### src/rtl/gpl_pkg.sv
`timescale 1ns / 1ps
package gpl_pkg;

   localparam int MaxDim = 4096;
   localparam int POS_W  = $clog2(MaxDim);
   localparam int DIM_W  = POS_W + 1;
   localparam int TINT_W = 9;
   localparam int NUM_W  = TINT_W + DIM_W + 1;
   localparam int REM_W  = NUM_W + 1;
   localparam int QUO_W  = 9;
   localparam int CNT_W  = 4;
   localparam int ADDR_W = 5;
   localparam int COLOR_W = 3 * TINT_W;

   typedef enum logic [2:0] {
      REG_DIRECTION = 3'd0,
      REG_WIDTH     = 3'd1,
      REG_HEIGHT    = 3'd2,
      REG_START     = 3'd3,
      REG_END       = 3'd4
   } reg_index_type;

   typedef struct packed {
      logic [7:0] red_in;
      logic [7:0] green_in;
      logic [7:0] blue_in;
      logic [7:0] alpha_in;
   } pixel_in_type;

   typedef struct packed {
      logic [7:0] red_out;
      logic [7:0] green_out;
      logic [7:0] blue_out;
      logic [7:0] alpha_out;
   } pixel_out_type;

   // One queued job: the pixel and where it sits in the gradient.
   typedef struct packed {
      pixel_in_type           pix;
      logic [POS_W-1:0]       pos;
      logic [DIM_W-1:0]       span;
   } job_type;

   // Queue status seen by the front and back parts.
   typedef struct packed {
      logic full;
      logic empty;
   } queue_status_type;

   // Extract one tint channel, saturating the pattern -256 to -255.
   function automatic logic signed [TINT_W-1:0] tint_of(
      input logic [COLOR_W-1:0] color, input logic [1:0] ch);
      logic [TINT_W-1:0] bits;
      begin
         case (ch)
            2'd0:    bits = color[TINT_W-1:0];
            2'd1:    bits = color[2*TINT_W-1:TINT_W];
            default: bits = color[3*TINT_W-1:2*TINT_W];
         endcase
         if (bits == {1'b1, {(TINT_W-1){1'b0}}}) begin
            bits = {1'b1, {(TINT_W-2){1'b0}}, 1'b1};
         end
         return $signed(bits);
      end
   endfunction

   // Clamp a dimension register to 1..MaxDim.
   function automatic logic [DIM_W-1:0] eff_dim(input logic [DIM_W-1:0] v);
      begin
         if (v == '0) begin
            return DIM_W'(1);
         end else if (v > DIM_W'(MaxDim)) begin
            return DIM_W'(MaxDim);
         end
         return v;
      end
   endfunction

endpackage

### src/rtl/gpl_front.sv
`timescale 1ns / 1ps
module gpl_front import gpl_pkg::*; (
   input  logic               clock,
   input  logic               reset,
   input  logic               req_valid,
   output logic               req_stall,
   input  pixel_in_type       req_data,
   input  logic               direction,
   input  logic [DIM_W-1:0]   image_width,
   input  logic [DIM_W-1:0]   image_height,
   input  queue_status_type   qstat,
   output logic               push,
   output job_type            push_job
);

   logic [POS_W-1:0] col_ff, col_in;
   logic [POS_W-1:0] row_ff, row_in;
   logic [DIM_W-1:0] w, h, span, pos_raw, col_next, row_next;

   assign req_stall = qstat.full;
   assign push      = req_valid && !qstat.full;

   // Classify: pick position and span, clamp a stale counter.
   always_comb begin
      w       = eff_dim(image_width);
      h       = eff_dim(image_height);
      span    = direction ? h : w;
      pos_raw = direction ? {1'b0, row_ff} : {1'b0, col_ff};
      if (pos_raw >= span) begin
         pos_raw = span - DIM_W'(1);
      end
      push_job.pix  = req_data;
      push_job.pos  = pos_raw[POS_W-1:0];
      push_job.span = span;
   end

   // Advance the raster counters on each accepted transaction.
   always_comb begin
      col_in   = col_ff;
      row_in   = row_ff;
      col_next = {1'b0, col_ff} + DIM_W'(1);
      row_next = {1'b0, row_ff} + DIM_W'(1);
      if (push) begin
         if (col_next >= w) begin
            col_in = '0;
            if (row_next >= h) begin
               row_in = '0;
            end else begin
               row_in = row_next[POS_W-1:0];
            end
         end else begin
            col_in = col_next[POS_W-1:0];
         end
      end
   end

   always_ff @(posedge clock) begin
      if (reset) begin
         col_ff <= '0;
         row_ff <= '0;
      end else begin
         col_ff <= col_in;
         row_ff <= row_in;
      end
   end

endmodule

### src/rtl/gpl_queue.sv
`timescale 1ns / 1ps
module gpl_queue import gpl_pkg::*; (
   input  logic              clock,
   input  logic              reset,
   input  logic              push,
   input  job_type           push_job,
   input  logic              pop,
   output job_type           pop_job,
   output queue_status_type  qstat
);

   job_type    mem_ff [2];
   logic       wr_ff, wr_in, rd_ff, rd_in;
   logic [1:0] cnt_ff, cnt_in;

   assign qstat.full  = (cnt_ff == 2'd2);
   assign qstat.empty = (cnt_ff == 2'd0);
   assign pop_job     = mem_ff[rd_ff];

   // Move pointers and fill count.
   always_comb begin
      wr_in  = push ? !wr_ff : wr_ff;
      rd_in  = pop ? !rd_ff : rd_ff;
      cnt_in = cnt_ff + 2'(push) - 2'(pop);
   end

   always_ff @(posedge clock) begin
      if (reset) begin
         wr_ff  <= 1'b0;
         rd_ff  <= 1'b0;
         cnt_ff <= '0;
      end else begin
         wr_ff  <= wr_in;
         rd_ff  <= rd_in;
         cnt_ff <= cnt_in;
      end
   end

   // Store entries.
   always_ff @(posedge clock) begin
      if (push) begin
         mem_ff[wr_ff] <= push_job;
      end
   end

endmodule

### src/rtl/gpl_back.sv
`timescale 1ns / 1ps
module gpl_back import gpl_pkg::*; (
   input  logic                clock,
   input  logic                reset,
   input  queue_status_type    qstat,
   input  job_type             pop_job,
   output logic                pop,
   input  logic [COLOR_W-1:0]  start_color,
   input  logic [COLOR_W-1:0]  end_color,
   output logic                rsp_valid,
   input  logic                rsp_stall,
   output pixel_out_type       rsp_data
);

   typedef enum logic [3:0] {
      S_IDLE = 4'b0001,
      S_DIV  = 4'b0010,
      S_MUL  = 4'b0100,
      S_DONE = 4'b1000
   } state_type;

   state_type          state_ff, state_in;
   logic [CNT_W-1:0]   cnt_ff, cnt_in;
   pixel_in_type       pix_ff;
   logic [7:0]         p [3];
   logic [REM_W-1:0]   rem_ff [3], rem_in [3];
   logic [REM_W-1:0]   dsh_ff, dsh_in;
   logic [QUO_W-1:0]   q_ff [3], q_in [3];
   logic               neg_ff [3];
   logic [15:0]        prod_ff [3];
   logic               lit_ff [3];
   logic               rsp_valid_ff, rsp_valid_in;
   pixel_out_type      rsp_data_ff;
   logic [7:0]         res [3];

   assign p[0]      = pix_ff.red_in;
   assign p[1]      = pix_ff.green_in;
   assign p[2]      = pix_ff.blue_in;
   assign rsp_valid = rsp_valid_ff;
   assign rsp_data  = rsp_data_ff;
   assign pop       = (state_ff == S_IDLE) && !qstat.empty;

   // Sequence: load, divide one quotient bit a cycle, scale, deliver.
   always_comb begin
      state_in     = state_ff;
      cnt_in       = cnt_ff;
      rsp_valid_in = rsp_valid_ff && rsp_stall;
      case (state_ff)
         S_IDLE: begin
            if (!qstat.empty) begin
               state_in = S_DIV;
               cnt_in   = '0;
            end
         end
         S_DIV: begin
            cnt_in = cnt_ff + CNT_W'(1);
            if (cnt_ff == CNT_W'(QUO_W - 1)) begin
               state_in = S_MUL;
            end
         end
         S_MUL: state_in = S_DONE;
         S_DONE: begin
            if (!rsp_valid_ff || !rsp_stall) begin
               rsp_valid_in = 1'b1;
               state_in     = S_IDLE;
            end
         end
         default: state_in = S_IDLE;
      endcase
   end

   always_ff @(posedge clock) begin
      if (reset) begin
         state_ff     <= S_IDLE;
         cnt_ff       <= '0;
         rsp_valid_ff <= 1'b0;
      end else begin
         state_ff     <= state_in;
         cnt_ff       <= cnt_in;
         rsp_valid_ff <= rsp_valid_in;
      end
   end

   // Tint numerator and restoring division per channel.
   always_comb begin
      logic signed [NUM_W-1:0] s_x, e_x, num;
      logic [NUM_W-1:0]        mag;
      logic [DIM_W-1:0]        diff;
      s_x    = '0;
      e_x    = '0;
      num    = '0;
      mag    = '0;
      diff   = '0;
      dsh_in = dsh_ff >> 1;
      for (int c = 0; c < 3; c++) begin
         rem_in[c] = rem_ff[c];
         q_in[c]   = q_ff[c];
      end
      if (state_ff == S_IDLE) begin
         dsh_in = REM_W'({pop_job.span, 1'b0}) << (QUO_W - 1);
         diff   = pop_job.span - DIM_W'(pop_job.pos);
         for (int c = 0; c < 3; c++) begin
            s_x = NUM_W'(tint_of(start_color, 2'(c)));
            e_x = NUM_W'(tint_of(end_color, 2'(c)));
            num = s_x * $signed(NUM_W'(diff)) + e_x * $signed(NUM_W'(pop_job.pos));
            mag = num[NUM_W-1] ? -num : num;
            rem_in[c] = REM_W'({mag, 1'b0}) + REM_W'(pop_job.span);
            q_in[c]   = '0;
         end
      end else if (state_ff == S_DIV) begin
         for (int c = 0; c < 3; c++) begin
            if (rem_ff[c] >= dsh_ff) begin
               rem_in[c] = rem_ff[c] - dsh_ff;
               q_in[c]   = {q_ff[c][QUO_W-2:0], 1'b1};
            end else begin
               q_in[c]   = {q_ff[c][QUO_W-2:0], 1'b0};
            end
         end
      end
   end

   always_ff @(posedge clock) begin
      dsh_ff <= dsh_in;
      for (int c = 0; c < 3; c++) begin
         rem_ff[c] <= rem_in[c];
         q_ff[c]   <= q_in[c];
      end
   end

   // Latch the pixel and tint signs when the job leaves the queue.
   always_ff @(posedge clock) begin
      if (pop) begin
         pix_ff <= pop_job.pix;
         for (int c = 0; c < 3; c++) begin
            neg_ff[c] <= (NUM_W'(tint_of(start_color, 2'(c))) * $signed(NUM_W'(
                          pop_job.span - DIM_W'(pop_job.pos)))
                          + NUM_W'(tint_of(end_color, 2'(c)))
                          * $signed(NUM_W'(pop_job.pos))) < 0;
         end
      end
   end

   // Scale: darken p*(255-q), lighten (255-p)*q.
   always_ff @(posedge clock) begin
      if (state_ff == S_MUL) begin
         for (int c = 0; c < 3; c++) begin
            if (neg_ff[c]) begin
               prod_ff[c] <= p[c] * (8'd255 - q_ff[c][7:0]);
               lit_ff[c]  <= 1'b0;
            end else begin
               prod_ff[c] <= (8'd255 - p[c]) * q_ff[c][7:0];
               lit_ff[c]  <= 1'b1;
            end
         end
      end
   end

   // Divide by 255 with the shift-and-add form, exact for every 8-bit by 8-bit product.
   always_comb begin
      logic [16:0] t;
      for (int c = 0; c < 3; c++) begin
         t = 17'(prod_ff[c]) + 17'(prod_ff[c] >> 8) + 17'd1;
         res[c] = lit_ff[c] ? p[c] + t[15:8] : t[15:8];
      end
   end

   // Hold the result until the transaction is taken.
   always_ff @(posedge clock) begin
      if (state_ff == S_DONE && (!rsp_valid_ff || !rsp_stall)) begin
         rsp_data_ff.red_out   <= res[0];
         rsp_data_ff.green_out <= res[1];
         rsp_data_ff.blue_out  <= res[2];
         rsp_data_ff.alpha_out <= pix_ff.alpha_in;
      end
   end

endmodule

### src/rtl/pixel_gradient_lighten_core.sv
`timescale 1ns / 1ps
// Channel   Ports                         Handshake
// request   req_valid/req_stall/req_data  accept: valid && !stall
// response  rsp_valid/rsp_stall/rsp_data  accept: valid && !stall
// config    csr_psel..csr_prdata          write: psel && penable && pwrite
//
// In the back part each pixel goes through a load, the bit-serial divider that
// rounds the tint, a multiply and a delivery before the next is popped.
// The front takes a pixel each cycle into a two-entry queue until it fills.
// Reset clears counters, queue pointers, state, config; no clearing pass.
// A stalled response holds its register; the queue takes input until full.
module pixel_gradient_lighten_core import gpl_pkg::*; (
   input  logic               clock,
   input  logic               reset,
   input  logic               req_valid,
   output logic               req_stall,
   input  pixel_in_type       req_data,
   output logic               rsp_valid,
   input  logic               rsp_stall,
   output pixel_out_type      rsp_data,
   input  logic               csr_psel,
   input  logic               csr_penable,
   input  logic               csr_pwrite,
   input  logic [ADDR_W-1:0]  csr_paddr,
   input  logic [31:0]        csr_pwdata,
   output logic [31:0]        csr_prdata,
   output logic               csr_pready
);

   logic                dir_ff;
   logic [DIM_W-1:0]    width_ff, height_ff;
   logic [COLOR_W-1:0]  start_ff, end_ff;
   reg_index_type       idx;
   logic                wr_en;
   queue_status_type    qstat;
   logic                push, pop;
   job_type             push_job, pop_job;

   assign csr_pready = 1'b1;
   assign idx        = reg_index_type'(csr_paddr[ADDR_W-1:2]);
   assign wr_en      = csr_psel && csr_penable && csr_pwrite;

   // Write configuration registers.
   always_ff @(posedge clock) begin
      if (reset) begin
         dir_ff    <= 1'b0;
         width_ff  <= DIM_W'(640);
         height_ff <= DIM_W'(480);
         start_ff  <= '0;
         end_ff    <= '0;
      end else if (wr_en) begin
         case (idx)
            REG_DIRECTION: dir_ff    <= csr_pwdata[0];
            REG_WIDTH:     width_ff  <= csr_pwdata[DIM_W-1:0];
            REG_HEIGHT:    height_ff <= csr_pwdata[DIM_W-1:0];
            REG_START:     start_ff  <= csr_pwdata[COLOR_W-1:0];
            REG_END:       end_ff    <= csr_pwdata[COLOR_W-1:0];
            default: ;
         endcase
      end
   end

   // Read back.
   always_comb begin
      case (idx)
         REG_DIRECTION: csr_prdata = 32'(dir_ff);
         REG_WIDTH:     csr_prdata = 32'(width_ff);
         REG_HEIGHT:    csr_prdata = 32'(height_ff);
         REG_START:     csr_prdata = 32'(start_ff);
         REG_END:       csr_prdata = 32'(end_ff);
         default:       csr_prdata = '0;
      endcase
   end

   gpl_front u_front (
      .clock        (clock),
      .reset        (reset),
      .req_valid    (req_valid),
      .req_stall    (req_stall),
      .req_data     (req_data),
      .direction    (dir_ff),
      .image_width  (width_ff),
      .image_height (height_ff),
      .qstat        (qstat),
      .push         (push),
      .push_job     (push_job)
   );

   gpl_queue u_queue (
      .clock    (clock),
      .reset    (reset),
      .push     (push),
      .push_job (push_job),
      .pop      (pop),
      .pop_job  (pop_job),
      .qstat    (qstat)
   );

   gpl_back u_back (
      .clock       (clock),
      .reset       (reset),
      .qstat       (qstat),
      .pop_job     (pop_job),
      .pop         (pop),
      .start_color (start_ff),
      .end_color   (end_ff),
      .rsp_valid   (rsp_valid),
      .rsp_stall   (rsp_stall),
      .rsp_data    (rsp_data)
   );

endmodule

### config.mk
export PLATFORM = sky130hd
export DESIGN_NAME = pixel_gradient_lighten_core
export DESIGN_NICKNAME = d
export VERILOG_FILES = /design/src/rtl/gpl_pkg.sv /design/src/rtl/gpl_front.sv /design/src/rtl/gpl_queue.sv /design/src/rtl/gpl_back.sv /design/src/rtl/pixel_gradient_lighten_core.sv
export SDC_FILE = /design/constraint.sdc
export NUM_CORES = 2
export LEC_CHECK = 0
export BUFFER_PORTS_ARGS = -buffer_cell sky130_fd_sc_hd__buf_2
export CORE_MARGIN = 4
export CORE_UTILIZATION = 60
export CTS_CLUSTER_DIAMETER = 200
export DETAILED_ROUTE_END_ITERATION = 16
export MAX_ROUTING_LAYER = met4
export PLACE_DENSITY = 0.77
export RECOVER_POWER = 100
export SETUP_SLACK_MARGIN = 0.3
export SLEW_MARGIN = 40
export SYNTH_ARGS = -nofsm -noshare
export SYNTH_HDL_FRONTEND = slang
export SYNTH_SLANG_ARGS = --single-unit
### constraint.sdc
create_clock -name clock -period 16.03 [get_ports clock]
set_input_delay 0.8015 -clock clock [delete_from_list [all_inputs] [get_ports clock]]
set_output_delay 0.8015 -clock clock [all_outputs]
set_load 0.1 [all_outputs]
==> metrics.cfg <==
[global_routing]
grt_use_total = 0.302
antenna_found_initial = 6
grt_pass1_vias = 59100
grt-ovfl-total = 0
grt_first_pass_wirelength_mm = 302
grt_max_degree = 142

[worst_hold_path]
min-delay-start = req_data[2]
hold_class = in2reg

[setup_path]
startpoint_type = register
crit_slowest_cell = dfxtp_1
slowest_delay_ns = 1.10
cp.arrival_ns = 14.44
cp_data_required_time_ns = 16.15
crit_path_max_fanout = 26
crit_top_cell = a21oi_1
cp-end-kind = register
setup.worst_path.class = reg2reg

[layout]
regArea_um2 = 12400
final_nets = 10000
final_cell_mix = inv_1, ha_1, fa_1
multiInputGateArea_um2 = 55300
final_common_cell = inv_1
area_growth_syn_to_layout_pct = 5.54
drive_gt1_frac = 0.0435
fillers = 9999
final_cell_count_no_fill = 9787

[synthesis]
synthesis.area_um2 = 73400
ys_seq_area_frac = 0.169
synth-seq-cells = 469
synth-main-ff-cell = edfxtp_1
synth_edf_count = 304
synth_cells = 8137
avgSynthCellArea_um2 = 9.02
async_flop_share = 0
ys_warn_count = 0
synth.distinct_cells = 81

[timing]
clock_skew_ns = 0.0858
hold-worst-slack_ns = 0.308
tns_ns = 0
period_share = 0.894
hold_viol_final = 0
finalSetupViolations = 0
max_slew.worst_pin.slew_ns = 6.42
drv_slew = 580
min_period_ns = 14.33
slew_headroom = -3.28
clock.fmax_ghz = 0.0698
rsz0062_at_grt = false

[drt]
viasPerCell = 5.83
drtPass1Iterations = 6
drtIter0Drc = 3793
avgRoutedWirePerCell_um = 19.1
vias = 57000
antenna_left = 0
drc = 0
wirelength_mm = 187

[clocking]
clk_latency_ns = 0.69
numCtsBuffers = 54
post_cts_buffers = 0
path_clk_slew_ns = 0.07
cts-root-buf = clkbuf_16
cts_sinks = 469
cts-resized-gates = 0
clock_path_buffers = 3
holdBufCountCts = 0
cts_tree = yes
cts_max_level = 2

[place]
dpl.hpwl_mm = 147
dp.cells = 9680
gp_congestion = 0.950
io_buffer_count = 129

[die]
die_w_um = 358
die_y_um = 358
coreArea_um2 = 122000
rows = 128
die_area_um2 = 128000
num_io_pins = 143
initial_utilization = 0.604

[pwr]
leakagePower_nw = 38.2
power_w = 0.0138
p_per_area_nw_per_um2 = 178
ir_worst_vdd_v = 0.000346

[outcome]
violations = max-capacitance violations, max-slew violations
outcome = complete, but fails checks

[job]
cap_violations = 18

-- worst max-delay path: cells and delay by family, from the launching register on --
| kind | cells | cell delay [ns] |
|---|---|---|
| buf+inv | 8 | 1.04 |
| compound gates | 20 | 4.97 |
| simple gates | 11 | 1.83 |
| fa+ha+maj | 9 | 3.96 |
| xor+xnor | 2 | 0.67 |
| flops | 1 | 1.10 |
| mux | 1 | 0.17 |
-- area by class of cell --
cell class / instances / area share
Multi-Input combinational cell: 6136 / 0.715
Sequential cell: 469 / 0.161
Inverter: 1247 / 0.0605
Tap cell: 1625 / 0.0263
Clock buffer: 63 / 0.0183
Timing Repair Buffer: 204 / 0.0142
Clock inverter: 39 / 0.00562
Antenna cell: 4 / 0.000129
-- state kept, by name, indices dropped and copies added (netlist names), 12 cells and up, named ones only --
name	flops
u_queue.mem_ff	114
u_back.rsp_data	32
height_ff	13
u_back.q_ff	24
u_back.prod_ff	48
u_back.rem_ff	72
u_back.dsh_ff	22
u_back.p	24
u_front.row_ff	12
width_ff	13
end_ff	27
u_front.col_ff	12
start_ff	27
-- final timing paths --
check                               end  slack [ns]  depth (start not counted)
setup / recovery   u_back.rem_ff[0][44]        1.70                         51
hold / removal    u_queue.mem_ff[1][27]        0.31                          1
setup reg to reg   u_back.rem_ff[0][44]        1.70                         51
hold reg to reg      u_back.rsp_data[4]        0.42                          0
-- power by group --
part           switching [W]  internal, W  total, W
registers           0.000251      0.00209   0.00234
logic                0.00594      0.00422    0.0102
clock network       0.000576     0.000715   0.00129
total                0.00677      0.00702    0.0138
-- synthesized netlist by cell type (all sizes together), types with 20 or more instances --
master | number | share of area
inv | 1243 | 0.064
ha | 965 | 0.16
fa | 883 | 0.24
nand2 | 858 | 0.044
a21oi | 457 | 0.031
nor2 | 359 | 0.018
xnor2 | 318 | 0.038
edfxtp | 304 | 0.12
nand2b | 294 | 0.025
and2 | 283 | 0.024
nor2b | 277 | 0.024
o21ai | 267 | 0.018
clkbuf | 259 | 0.013
dfxtp | 165 | 0.045
xor2 | 146 | 0.017
a21o | 135 | 0.014
mux2 | 111 | 0.017
nor3 | 86 | 0.0060
nand3 | 82 | 0.0056
o21a | 58 | 0.0059
and3 | 43 | 0.0037
nand4 | 40 | 0.0034
a21boi | 37 | 0.0038
o21bai | 35 | 0.0036
or3 | 34 | 0.0030
mux2i | 31 | 0.0042
buf | 30 | 0.0020
a31oi | 29 | 0.0025
nor4 | 29 | 0.0025
nand3b | 28 | 0.0029
a211oi | 21 | 0.0023
o31ai | 20 | 0.0020
-- per-stage QoR --
stage | util | worst slack, ns | instance area [um^2]
6_report | 0.637 | 1.70 | 77400
5_1_grt | 0.637 | 0.695 | 77400
4_1_cts | 0.639 | 2.29 | 77700
3_5_place_dp | 0.624 | 2.44 | 75800
3_3_place_gp | 0.623 | 2.68 | 75700
2_1_floorplan | - | 3.99 | 73400
-- layer usage --
| layer | GRT usage | vias to the layer above | part of all wire |
|---|---|---|---|
| met5 | - | - | 0 |
| li1 | - | 26400 | - |
| met3 | 0.0359 | 552 | 0.060 |
| met2 | 0.510 | 1913 | 0.49 |
| met4 | 0.163 | 0 | 0.064 |
| met1 | 0.354 | 28100 | 0.39 |
-- kinds of logic (layout without fill, tap and decap cells) --
family,count (synthesis),in the layout,share of synthesized area
simple gates,2469,2469,0.168
compound gates,1206,1206,0.101
flops,469,469,0.169
buf+inv,1536,1553,0.0790
mux,142,142,0.0213
xor+xnor,465,465,0.0557
other cells,2,10,0.000102
fa+ha+maj,1848,1848,0.405
Power figures use the tool's default switching activity.
